File: config.mk
export PLATFORM = sky130hd
export DESIGN_NAME = xml_entity_decoder
export DESIGN_NICKNAME = d
export VERILOG_FILES = /design/src/sv/xed_pkg.sv /design/src/sv/xed_front.sv /design/src/sv/xed_queue.sv /design/src/sv/xed_back.sv /design/src/sv/xml_entity_decoder.sv
export SDC_FILE = /design/constraint.sdc
export NUM_CORES = 1
export LEC_CHECK = 0
export BUFFER_PORTS_ARGS = -buffer_cell sky130_fd_sc_hd__buf_2
export CORE_MARGIN = 2
export CORE_UTILIZATION = 60
export CTS_BUF_LIST = sky130_fd_sc_hd__clkbuf_8
export CTS_CLUSTER_SIZE = 20
export DETAILED_ROUTE_END_ITERATION = 16
export GPL_ROUTABILITY_DRIVEN = 0
export HOLD_SLACK_MARGIN = 0.06
export PLACE_DENSITY_LB_ADDON = 0.12
export SYNTH_ARGS = -nofsm -noshare
export SYNTH_HDL_FRONTEND = slang
export SYNTH_SLANG_ARGS = --single-unit
File: constraint.sdc
create_clock -name clk -period 5.7 [get_ports clk]
set_input_delay 0.855 -clock clk [delete_from_list [all_inputs] [get_ports clk]]
set_output_delay 0.855 -clock clk [all_outputs]
set_load 0.01 [all_outputs]
File: src/sv/xed_pkg.sv
// Shared types, entity tables and helpers for the XML entity decoder.
package xed_pkg;

  localparam int ENT_COUNT      = 5;
  localparam int ENT_MAX        = 6;
  localparam int HOLD_DEPTH     = 5;
  localparam int QUEUE_DEPTH_DEF = 4;

  localparam logic [7:0] AMP_CHAR = 8'h26;

  typedef enum logic [2:0] {
    ENT_LT,
    ENT_GT,
    ENT_AMP,
    ENT_QUOT,
    ENT_APOS
  } ent_id_t;

  typedef logic [ENT_COUNT-1:0] ent_mask_t;

  typedef struct packed {
    logic [7:0] in_byte;
    logic       in_last;
  } in_item_t;

  typedef struct packed {
    logic [7:0] out_byte;
    logic       out_last;
  } out_item_t;

  // One emit request: a prefix of an entity's text, then an optional byte.
  typedef struct packed {
    ent_id_t    ent;
    logic [2:0] pre_len;
    logic       has_tail;
    logic [7:0] tail_byte;
    logic       last;
  } emit_cmd_t;

  // Entity text, first character in the top byte, zero padded.
  localparam logic [ENT_MAX*8-1:0] ENT_STR [ENT_COUNT] = '{
    {"&lt;", 16'h0000},
    {"&gt;", 16'h0000},
    {"&amp;", 8'h00},
    "&quot;",
    "&apos;"
  };

  localparam logic [2:0] ENT_LEN [ENT_COUNT] = '{3'd4, 3'd4, 3'd5, 3'd6, 3'd6};

  localparam logic [7:0] ENT_GLYPH [ENT_COUNT] = '{8'h3c, 8'h3e, 8'h26, 8'h22, 8'h27};

  function automatic logic [7:0] ent_char(ent_id_t id, logic [2:0] pos);
    logic [ENT_MAX*8-1:0] s;
    logic [7:0]           c;
    c = 8'h00;
    if (int'(id) < ENT_COUNT && int'(pos) < ENT_MAX) begin
      s = ENT_STR[id];
      c = s[8*(ENT_MAX-1-int'(pos)) +: 8];
    end
    return c;
  endfunction

  function automatic logic [2:0] ent_len(ent_id_t id);
    logic [2:0] l;
    l = 3'd0;
    if (int'(id) < ENT_COUNT) begin
      l = ENT_LEN[id];
    end
    return l;
  endfunction

  function automatic logic [7:0] ent_glyph(ent_id_t id);
    logic [7:0] g;
    g = 8'h00;
    if (int'(id) < ENT_COUNT) begin
      g = ENT_GLYPH[id];
    end
    return g;
  endfunction

  // Lowest-numbered entity whose bit is set.
  function automatic ent_id_t first_ent(ent_mask_t m);
    ent_id_t r;
    r = ENT_LT;
    for (int i = ENT_COUNT - 1; i >= 0; i--) begin
      if (m[i]) begin
        r = ent_id_t'(i);
      end
    end
    return r;
  endfunction

endpackage

File: src/sv/xed_front.sv
// Front end: tracks the partial entity match and turns each byte into emit requests.
module xed_front
  import xed_pkg::*;
(
  input  logic      clk,
  input  logic      rst,
  input  logic      take,
  input  in_item_t  item,
  output logic      push,
  output emit_cmd_t cmd
);

  logic [2:0] held_n;
  logic [2:0] held_n_next;
  ent_mask_t  held_mask;
  ent_mask_t  held_mask_next;

  ent_mask_t  new_mask;
  ent_mask_t  full_hit;
  ent_mask_t  prefix_hit;
  logic [7:0] b;
  logic       last;
  ent_id_t    held_ent;

  assign b    = item.in_byte;
  assign last = item.in_last;
  assign held_ent = first_ent(held_mask);

  always_comb begin
    for (int i = 0; i < ENT_COUNT; i++) begin
      new_mask[i]   = held_mask[i] && (ENT_LEN[i] > held_n) &&
                      (ent_char(ent_id_t'(i), held_n) == b);
      full_hit[i]   = new_mask[i] && (ENT_LEN[i] == held_n + 3'd1);
      prefix_hit[i] = new_mask[i] && (ENT_LEN[i] >  held_n + 3'd1);
    end
  end

  always_comb begin
    held_n_next    = held_n;
    held_mask_next = held_mask;
    cmd            = '{ent: held_ent, pre_len: 3'd0, has_tail: 1'b0,
                       tail_byte: b, last: last};
    if (held_n == 3'd0) begin
      if (b == AMP_CHAR) begin
        held_n_next    = 3'd1;
        held_mask_next = '1;
        cmd.ent        = ENT_LT;
        // flush the lone '&' at the end of text
        cmd.pre_len    = last ? 3'd1 : 3'd0;
      end else begin
        cmd.has_tail = 1'b1;
      end
    end else if (|full_hit) begin
      held_n_next    = 3'd0;
      cmd.has_tail   = 1'b1;
      cmd.tail_byte  = ent_glyph(first_ent(full_hit));
    end else if (|prefix_hit) begin
      held_n_next    = held_n + 3'd1;
      held_mask_next = new_mask;
      if (last) begin
        cmd.ent     = first_ent(new_mask);
        cmd.pre_len = held_n + 3'd1;
      end
    end else begin
      // mismatch: release the held prefix, then treat the byte afresh
      cmd.pre_len = held_n;
      if (b == AMP_CHAR && !last) begin
        held_n_next    = 3'd1;
        held_mask_next = '1;
      end else begin
        held_n_next  = 3'd0;
        cmd.has_tail = 1'b1;
      end
    end
    if (last) begin
      held_n_next = 3'd0;
    end
  end

  assign push = take && ((cmd.pre_len != 3'd0) || cmd.has_tail);

  always_ff @(posedge clk) begin
    if (rst) begin
      held_n <= 3'd0;
    end else if (take) begin
      held_n <= held_n_next;
    end
  end

  always_ff @(posedge clk) begin
    if (take) begin
      held_mask <= held_mask_next;
    end
  end

endmodule

File: src/sv/xed_queue.sv
// Short request queue between front end and back end.
module xed_queue
  import xed_pkg::*;
#(
  parameter int DEPTH = QUEUE_DEPTH_DEF
) (
  input  logic      clk,
  input  logic      rst,
  input  logic      push,
  input  emit_cmd_t push_cmd,
  input  logic      pop,
  output emit_cmd_t head,
  output logic      empty,
  output logic      full
);

  localparam int PW = (DEPTH > 1) ? $clog2(DEPTH) : 1;
  localparam int CW = $clog2(DEPTH + 1);

  emit_cmd_t      slots [DEPTH];
  logic [PW-1:0]  wr_ptr;
  logic [PW-1:0]  rd_ptr;
  logic [CW-1:0]  count;
  logic           do_push;
  logic           do_pop;

  assign empty   = (count == CW'(0));
  assign full    = (count == CW'(DEPTH));
  assign do_push = push && !full;
  assign do_pop  = pop && !empty;
  assign head    = slots[rd_ptr];

  function automatic logic [PW-1:0] bump(logic [PW-1:0] p);
    return (p == PW'(DEPTH - 1)) ? PW'(0) : p + PW'(1);
  endfunction

  always_ff @(posedge clk) begin
    if (rst) begin
      wr_ptr <= '0;
      rd_ptr <= '0;
      count  <= '0;
    end else begin
      if (do_push) begin
        wr_ptr <= bump(wr_ptr);
      end
      if (do_pop) begin
        rd_ptr <= bump(rd_ptr);
      end
      if (do_push && !do_pop) begin
        count <= count + CW'(1);
      end else if (do_pop && !do_push) begin
        count <= count - CW'(1);
      end
    end
  end

  always_ff @(posedge clk) begin
    if (do_push) begin
      slots[wr_ptr] <= push_cmd;
    end
  end

endmodule

File: src/sv/xed_back.sv
// Back end: expands each emit request into output bytes, one per cycle unless dst_ready stalls the output.
module xed_back
  import xed_pkg::*;
(
  input  logic      clk,
  input  logic      rst,
  input  emit_cmd_t head,
  input  logic      empty,
  output logic      pop,
  output logic      dst_valid,
  input  logic      dst_ready,
  output out_item_t dst_data
);

  logic [2:0] pos;
  logic [2:0] total;
  logic       final_byte;
  logic       advance;
  logic [7:0] cur_byte;

  assign total      = head.pre_len + {2'b00, head.has_tail};
  assign final_byte = (pos == total - 3'd1);
  assign advance    = !dst_valid || dst_ready;
  assign pop        = advance && !empty && final_byte;
  assign cur_byte   = (pos < head.pre_len) ? ent_char(head.ent, pos) : head.tail_byte;

  always_ff @(posedge clk) begin
    if (rst) begin
      dst_valid <= 1'b0;
      pos       <= 3'd0;
    end else if (advance) begin
      dst_valid <= !empty;
      if (!empty) begin
        pos <= final_byte ? 3'd0 : pos + 3'd1;
      end
    end
  end

  always_ff @(posedge clk) begin
    if (advance && !empty) begin
      dst_data.out_byte <= cur_byte;
      dst_data.out_last <= head.last && final_byte;
    end
  end

endmodule

File: src/sv/xml_entity_decoder.sv
// Top level of the XML predefined-entity decoder.
// Decodes the five predefined XML entities (&lt; &gt; &amp; &quot; &apos;) in a byte
// stream and passes every other byte through. The front end takes one request byte
// per cycle whenever the internal request queue has room, tracks a partial match of
// up to five bytes and hands the back end an emit request: a prefix of an entity's
// text to release, an optional following byte, and the end-of-text mark. The back
// end writes one byte per cycle into the output register while dst_ready allows, so
// an input item yields between zero and six output bytes; a mismatch after a long
// partial match (up to six bytes out) is what stalls the input, once the queue of
// QUEUE_DEPTH requests fills. Since output never outgrows input on ordinary text,
// a steady one byte per cycle is sustained while dst_ready stays high. An accepted
// byte is registered in a queue slot, then in the output register. A partial match
// held when in_last arrives is flushed unchanged, and out_last marks the flush's final byte.
module xml_entity_decoder
  import xed_pkg::*;
#(
  parameter int QUEUE_DEPTH = QUEUE_DEPTH_DEF
) (
  input  logic      clk,
  input  logic      rst,
  input  logic      src_valid,
  output logic      src_ready,
  input  in_item_t  src_data,
  output logic      dst_valid,
  input  logic      dst_ready,
  output out_item_t dst_data
);

  logic      take;
  logic      push;
  emit_cmd_t push_cmd;
  emit_cmd_t head;
  logic      q_empty;
  logic      q_full;
  logic      pop;

  // Hold the input whenever the queue cannot take another request.
  assign src_ready = !q_full;
  assign take      = src_valid && src_ready;

  xed_front u_front (
    .clk  (clk),
    .rst  (rst),
    .take (take),
    .item (src_data),
    .push (push),
    .cmd  (push_cmd)
  );

  xed_queue #(
    .DEPTH (QUEUE_DEPTH)
  ) u_queue (
    .clk      (clk),
    .rst      (rst),
    .push     (push),
    .push_cmd (push_cmd),
    .pop      (pop),
    .head     (head),
    .empty    (q_empty),
    .full     (q_full)
  );

  xed_back u_back (
    .clk       (clk),
    .rst       (rst),
    .head      (head),
    .empty     (q_empty),
    .pop       (pop),
    .dst_valid (dst_valid),
    .dst_ready (dst_ready),
    .dst_data  (dst_data)
  );

`ifndef SYNTH
  // A request must never be dropped on a full queue.
  a_no_overflow: assert property (@(posedge clk) disable iff (rst)
    push |-> !q_full)
    else $error("emit request pushed into a full queue");

  // End of text always produces at least one output byte.
  a_last_pushes: assert property (@(posedge clk) disable iff (rst)
    (take && src_data.in_last) |-> (push && push_cmd.last))
    else $error("end of text produced no emit request");

  // A released prefix never exceeds the hold buffer.
  a_prefix_bound: assert property (@(posedge clk) disable iff (rst)
    push |-> (push_cmd.pre_len <= 3'(HOLD_DEPTH)))
    else $error("emit request prefix longer than hold buffer");
`endif

endmodule
* Word level (Yosys, flattened, before mapping) *
Memories as Yosys holds them, arrays and structs flattened. A register that Yosys moved wholly into a read port is not among the register bits.
Index checks and enable logic that the tools add are counted.

storage, ports and cells
  output and inout port bits = 11
  memory bits (writable) = 64
  input bits = 13
  memories = 3
  memory bits (read-only) = 448
  latch bits = 0
  register bits after elaboration = 28
  logic and storage cells = 171

cells by class
  muxes and demuxes = 62
  multiply operators = 0
  equal/unequal tests = 16
  bitwise operators = 3
  add/subtract/negate cells = 10
  shift-type cells = 6
  $lt $le $gt $ge = 13
  div/mod/pow operators = 0
  reduce and logical (&&, ||, !) cells = 49

memory list
  name              words  bits a word  rd ports  clocked after Yosys merged registers in  write ports  line             RTL
  (name not given)  8      48           1         0                                        0            xed_pkg.sv:58    s = ENT_STR[id];
  (name not given)  8      8            1         0                                        0            xed_pkg.sv:77    g = ENT_GLYPH[id];
  u_queue.slots     4      16           1         1                                        1            xed_queue.sv:20  emit_cmd_t slots [DEPTH];

operators with widths
  operator                  count
  $shiftx 48x32->8 const A  5
  $mux 48                   2
  $mux 8                    12
  $mux 3                    27
  $shiftx 48x32->8          1
  $eq 8x8->1                5
  $logic_and 1x1->1         31
  $mux 5                    5
  $gt 3x3->1 const A        6
  $mux 6                    3
  $lt 3x3->1 const B        4
  $reduce_or 5->1           2
  $add 3x1->3 const B       3
  $eq 3x3->1 const A        3
  $eq 8x6->1 const B        1
  $ge 4x4->1 const B        2
  $mux 1                    8
  $mux 2                    4
  $not 3->4                 2
  $sub 3x3->4 const A       2
  $mux 7                    1
  $logic_not 1->1           6
  $logic_not 3->1           2
  $reduce_bool 3->1         2
  other kinds (15)          20

* Depth between registers and ports, before layout *
Gate-level depths: netlist (run 1).

  word-level depth = 22
  gate-level depth with buffers = 23
  mapped depth without buffers = 17

* Hierarchy *
From an unflattened synthesis (run 1), not the netlist that was laid out.

unflattened totals
  cells, all modules = 543
  area total of the unflattened synthesis = 5944.5 µm²

by module, submodules not included
  module              area each (µm²)  times used  sequential area each (µm²)  cells an instance
  xed_queue           2810.2           1           2102.0                      134
  xed_front           2060.7           1           210.2                       289
  xed_back            1063.5           1           350.3                       118
  xml_entity_decoder  10.0             1           0.0                         2

* Worst setup path before layout (run 1) *
OpenSTA, ideal clock, no wires.

  path kind = register -> register
  from = register u_front.held_n[1]
  to = register u_queue.count[2]
  slack = 964 ps
  cell stages (with the launch flop) = 23
  period minus slack after synthesis = 4736 ps
  arrival time = 4665 ps
  buffers on the path = 5
  library setup time = 71 ps
  data required time = 5629 ps
  cell sequence = dfxtp_1 > buf_2 > buf_6 > buf_2 > inv_1 > ha_1 > a211o_1 > buf_6 > or3_1 > o211ai_2 > nand3_1 > or2_1 > buf_6 > o221ai_2 > a41o_1 > a32o_2 > o311a_4 > ha_1 > inv_1 > fa_1 > xor2_1 > or3_1 > a21oi_1

RTL lines
  element                 line             RTL
  start, declared         xed_front.sv:13  logic [2:0] held_n;
  start signal, assigned  xed_front.sv:86  held_n <= held_n_next;
  end signal, assigned    xed_queue.sv:50  count <= count + CW'(1);
  end signal, assigned    xed_queue.sv:52  count <= count - CW'(1);
  end, declared           xed_queue.sv:23  logic [CW-1:0] count;

==> run_results.csv, run 1 <==
group,metric,value,unit
clocking,post-cts-setup-buffer-count,0,
clocking,h-tree-depth,3,
yosys,muxShareOfSynthArea,0.0853,
worst_setup_path,worstSetupPathType,"register to register",
clocking,cts-root-buf,"clkbuf_8",
yosys,ys_warn_count,0,
worst_setup_path,critPathCaptureType,"register",
clocking,clk_pin_slew,0.09,ns
worst_setup_path,cp_data_required_time,5.99,ns
power_and_ir_drop,p_leak,2.25,nW
sta,fmax,0.193,GHz
sta,fin_skew,0.0120,ns
yosys,synth_ff_type,"edfxtp_1",
route,drt_iter0_drc,321,
clocking,postCtsHoldBufs,0,
min_path,hp-start,"u_back.dst_valid",
sta,slew_headroom,0.401,
worst_setup_path,regToRegStartpoint,"u_front.held_n[1]",
route,drcViolationCount,0,
worst_setup_path,r2r-end,"u_queue.count[2]",
placement,place.port_buffers,23,
yosys,yosysSeqAreaShare,0.454,
min_path,min_path_type,"register to register",
yosys,yosysUniqueCellTypes,75,
clocking,cts_sinks,94,
route,wl_per_cell,18.5,µm
placement,dp_slack,0.649,ns
sta,period_share,0.908,
clocking,ctsResizeCount,0,
clocking,clk_latency,0.37,ns
die,fp.dieH,103,µm
layout,synthToLayoutAreaGrowth,5.25,%
route,via_per_inst,6.33,
yosys,synth_top_family_by_area,"simple AND/OR/NAND/NOR gates",
layout,multi_input_area,0.00288,mm²
global_routing,grtUsageTotal,0.259,
sta,rsz0062_at_grt,"false",
global_routing,antenna_found_initial,0,
die,core.rowCount,36,
worst_setup_path,regToRegSetupSlack,0.52,ns
route,first_pass_iters,5,
sta,fin_setup_tns,0,ns
yosys,synthesis.area,0.00587,mm²
sta,setup_viol,0,
yosys,syn_inst,545,
worst_setup_path,worstRegToRegCells,17,
power_and_ir_drop,peakVddDrop,0.000186,V
yosys,synth-seq-cells,94,
min_path,whs_path_depth,2,
layout,regArea,0.00266,mm²
layout,layout_commonest_cell,"edfxtp_1",
sta,finalMaxSlewViolations,0,
global_routing,grt_pass1_wl,21000,µm
die,die_w,103,µm
yosys,synth_compound_area_frac,0.159,
flow_run,cap_violations,0,
sta,timing.final.ws_setup,0.524,ns
clocking,cts_buffers,9,
layout,final_layout_size_suffix_gt1_frac,0.143,
route,detail-route-antenna-nets,0,
die,ios,24,
clocking,cts_tree,"built",
yosys,async_flop_share,0,
clocking,ctsLongestPathBuffers,2,
worst_setup_path,cp_max_fo,23,
global_routing,grt.overflow.total,0,
run_status,outcome,"completed",
layout,final_core_util,0.640,
layout,diodes,0,
placement,dp_hpwl,9130,µm
global_routing,grt_pass1_vias,4090,
global_routing,grt_start_max_net_pins,29,
yosys,synth_edf_count,78,
yosys,synth_xor_area_frac,0.0284,
sta,hold_viol,0,
yosys,synth_fa_ha_area_frac,0.0525,
sta,period_minus_slack,5.18,ns
yosys,synthesis.nets,582,
layout,finalNetCount,583,
route,via_count,4328,
die,initial_core_util,0.609,
die,core_area,0.00964,mm²
worst_setup_path,startpoint_type,"register",
power_and_ir_drop,power_density,348,mW/mm²
worst_setup_path,arrival,5.47,ns
sta,worstMarginPinSlew,0.899,ns
yosys,syn_area_per_cell,10.8,µm²
min_path,hold_path_end,"u_back.dst_valid",
layout,final_cell_mix,"78 x edfxtp_1, 40 x nor2_1, 33 x nand2_1",
route,drt_wl_total,12600,µm
layout,final.fill_count,782,
die,die_area,0.0106,mm²
yosys,synthSimpleGateAreaFrac,0.166,
## layout make-up
type | count | area share
clock buffers | 9 | 0.0201
inverters | 29 | 0.0176
clock inverters | 7 | 0.0144
flip-flops and latches | 94 | 0.431
repair buffers | 27 | 0.0235
well taps | 133 | 0.0270
multi-input cells | 385 | 0.466
## worst max-delay path: stages (launching register included)
cell and delay [ns]:
dfxtp_1 0.60, inv_1 0.21, ha_1 0.75, inv_1 0.24, nor4_1 0.33, nor3_1 0.09
a21oi_1 0.33, nand3_2 0.28, o221ai_2 0.34, a41o_1 0.21, a32o_2 0.17, o311a_4 0.25
ha_1 0.19, inv_1 0.07, fa_1 0.43, xor2_1 0.17, or3_1 0.30, a21oi_1 0.15
## metrics by stage
step	area (µm²)	hold slack, ns	std cells	power [W]
finish	6170	0.484	684	0.00215
global route	6170	0.496	684	0.00229
CTS	6170	0.482	684	0.00215
detailed placement	5960	0.469	668	0.00168
global placement	5960	0.452	668	0.00166
floorplan	5870	0.463	545	0.00150
## power by group
group          internal [W]  total (W)  switching, W
sequential         0.000886   0.000957     0.0000710
clock              0.000245   0.000474      0.000229
combinational      0.000293   0.000717      0.000423
## how the worst max path moves through the flow
| stage | startpoint | endpoint | slack [ns] | cells past startpoint |
|---|---|---|---|---|
| final | u_front.held_n[1] | u_queue.count[2] | 0.52 | 17 |
| after global placement | u_front.held_n[1] | u_queue.count[2] | 0.85 | 17 |
| after floorplan | u_front.held_n[1] | u_queue.count[2] | 0.96 | 22 |
| after CTS | u_front.held_n[1] | u_queue.count[2] | 0.62 | 17 |
| after global routing | u_front.held_n[1] | u_queue.count[2] | 0.03 | 17 |
| after detailed placement | u_front.held_n[1] | u_queue.count[2] | 0.65 | 17 |
## registers in the layout, indices dropped and copies added (netlist names), named ones only
signal	flops
u_front.held_mask	5
u_back.pos	3
u_back.dst_valid	1
u_queue.slots	64
u_queue.rd_ptr	2
u_back.dst_data	9
u_queue.count	3
u_queue.wr_ptr	2
u_front.held_n	3
## cells by family (layout without fill, tap and decap cells)
logic type	Yosys count	count (layout)
adders and majority gates	24	24
xor gates and xnor gates	19	19
DFF	94	94
and+or+nand+nor	182	182
muxes	28	28
buffers and inverters	66	72
AOI/OAI and AO/OA	132	132
## layer usage
layer	track usage	routed length, µm
met5	0	0
met4	0.0962	344
met1	0.355	5490
met3	0.0427	715
met2	0.421	6080
## cell usage after synthesis (all sizes together), types with 5 or more instances
cell type / n / area [µm²]
dfxtp: 16 / 320
nand4: 10 / 68.8
xor2: 7 / 61.3
or3: 6 / 37.5
nand2: 33 / 124
nand2b: 12 / 75.1
a211oi: 6 / 50.1
o21ai: 25 / 125
nand3: 12 / 65.1
ha: 23 / 288
edfxtp: 78 / 2340
nor2: 40 / 150
o31ai: 6 / 45.0
o22ai: 8 / 56.3
xnor2: 12 / 105
a21o: 6 / 45.0
clkbuf: 19 / 71.3
nor4: 5 / 37.5
and2: 11 / 68.8
mux2i: 8 / 80.1
buf: 18 / 145
nor3: 20 / 100
a21boi: 5 / 37.5
nor2b: 11 / 68.8
inv: 29 / 109
mux4: 17 / 383
a21oi: 33 / 169
(Power assumes the default switching activity.)
==> run 2: changes to the inputs <==
GPL_TIMING_DRIVEN = 0   (was unset)
==> run 2 against run 1 <==
Against the previous run: core utilization rose by 2.0 points; sequential power down 3.0%; combinational power rose by 5.9%; via count increased by 3.2%; largest power group unchanged.
==> run_results.csv, run 2 (same netlist as run 1, synthesis figures left out) <==
group,metric,value,unit
die,ios,24,
worst_setup_path,arrival,5.68,ns
placement,dp_slack,0.166,ns
power_and_ir_drop,peakVddDrop,0.000257,V
clocking,cts_buffers,9,
sta,fmax,0.185,GHz
die,core_area,0.00964,mm²
run_status,outcome,"completed",
worst_setup_path,regToRegSetupSlack,0.30,ns
worst_setup_path,critPathCaptureType,"register",
route,via_count,4467,
route,detail-route-antenna-nets,0,
global_routing,antenna_found_initial,0,
sta,hold_viol,0,
clocking,ctsLongestPathBuffers,2,
min_path,min_path_type,"register to register",
placement,place.port_buffers,19,
sta,period_minus_slack,5.40,ns
layout,final_cell_mix,"78 x edfxtp_1, 40 x nor2_1, 33 x nand2_1",
placement,dp_hpwl,9640,µm
die,initial_core_util,0.609,
die,fp.dieH,103,µm
worst_setup_path,startpoint_type,"register",
layout,regArea,0.00266,mm²
sta,period_share,0.947,
global_routing,grtUsageTotal,0.261,
clocking,h-tree-depth,3,
global_routing,grt_start_max_net_pins,17,
route,first_pass_iters,5,
route,drt_wl_total,13200,µm
worst_setup_path,worstSetupPathType,"register to register",
sta,rsz0062_at_grt,"false",
global_routing,grt_pass1_vias,4219,
sta,finalMaxSlewViolations,0,
route,via_per_inst,6.24,
clocking,cts_tree,"built",
clocking,clk_pin_slew,0.09,ns
sta,slew_headroom,0.388,
worst_setup_path,cp_slowest_cell,"or4b_1",
sta,hold_ws,0.485,ns
worst_setup_path,cp_max_fo,10,
worst_setup_path,worstRegToRegCells,21,
route,drcViolationCount,0,
worst_setup_path,cp_cell_sequence,"buf_2 -> buf_6 -> clkbuf_4 -> inv_1 -> ha_1 -> buf_6 -> and3b_1 -> a221oi_1 -> or4b_1 -> o22ai_2 -> nand4_2 -> o221ai_4 -> a41o_1 -> a32o_2 -> o311a_4 -> ha_1 -> inv_1 -> fa_1 -> xor2_1 -> or3_1 -> a21oi_1",
clocking,cts-root-buf,"clkbuf_8",
layout,largest_register_ffs,64,
sta,setup_viol,0,
layout,final_layout_size_suffix_gt1_frac,0.160,
layout,synthToLayoutAreaGrowth,8.47,%
layout,reg_top3,"u_queue.slots (64), u_back.dst_data (9), u_front.held_mask (5)",
die,core.rowCount,36,
power_and_ir_drop,power_density,334,mW/mm²
clocking,cts_sinks,94,
global_routing,grt.overflow.total,0,
clocking,postCtsHoldBufs,0,
power_and_ir_drop,p_leak,2.32,nW
layout,final.fill_count,806,
worst_setup_path,cpPeakStageDelay,0.61,ns
route,wl_per_cell,18.4,µm
sta,fin_skew,0.00720,ns
global_routing,grt_pass1_wl,20900,µm
layout,diodes,0,
layout,regMostFlops,"u_queue.slots",
layout,finalNetCount,615,
die,die_area,0.0106,mm²
sta,worstMarginPinSlew,0.918,ns
route,drt_iter0_drc,318,
worst_setup_path,cp_data_required_time,5.99,ns
layout,multi_input_area,0.00289,mm²
clocking,clk_latency,0.36,ns
sta,fin_setup_tns,0,ns
sta,timing.final.ws_setup,0.305,ns
layout,layout_commonest_cell,"edfxtp_1",
flow_run,cap_violations,0,
min_path,whs_path_depth,2,
die,die_w,103,µm
[run 2: cell types whose count changed in the layout (fill, tap and decap cells not counted), moves of 2 or more]
cell and change:
clkbuf_1 +19, buf_6 +9, clkinvlp_4 +2, buf_2 +3
[run 2: worst paths after layout]
check | from | end
max | u_front.held_n[1] | u_queue.count[2]
min | u_back.dst_valid | u_back.dst_valid
max reg2reg | u_front.held_n[1] | u_queue.count[2]
min reg2reg | u_back.dst_valid | u_back.dst_valid
[run 2: critical path, delay by kind of cell (launching register included)]
family,cells,cell delay [ns]
fa+ha+maj,3,1.01
buf+inv,6,1.04
xor+xnor,1,0.17
simple gates,4,1.40
compound gates,7,1.26
flops,1,0.43
[run 2: timing repair]
| item | 4_1_cts | 5_1_grt |
|---|---|---|
| setup endpoints to repair | 0 | 1 |
| setup buffers | 0 | 3 |
| gates resized for setup | 0 | 3 |
[run 2: metrics by stage]
stage	utilization	total power (W)	cell area [µm²]	std cells
floorplan	-	0.00150	5870	545
global placement	0.636	0.00167	6130	697
detailed placement	0.636	0.00169	6130	697
CTS	0.656	0.00212	6320	713
global route	0.660	0.00226	6360	716
finish	0.660	0.00212	6360	716
[run 2: power by group]
| part | internal (W) | switching [W] | leakage, nW |
|---|---|---|---|
| sequential | 0.000886 | 0.0000419 | 0.857 |
| combinational | 0.000298 | 0.000461 | 1.38 |
| clock | 0.000203 | 0.000234 | 0.0895 |
| total | 0.00139 | 0.000736 | 2.32 |
[run 2: layout make-up]
| class | count | area share |
|---|---|---|
| multi-input combinational | 385 | 0.454 |
| sequential | 94 | 0.419 |
| buffer | 37 | 0.0344 |
| tap | 133 | 0.0262 |
| clock buffer | 9 | 0.0195 |
| timing repair buffer | 22 | 0.0185 |
| inverter | 29 | 0.0171 |
| clock inverter | 7 | 0.0116 |
[run 2: per-layer routing]
layer	global-route usage	wire (µm)
met1	0.328	5540
met2	0.442	6570
met5	0	0
met4	0.117	394
met3	0.0481	658
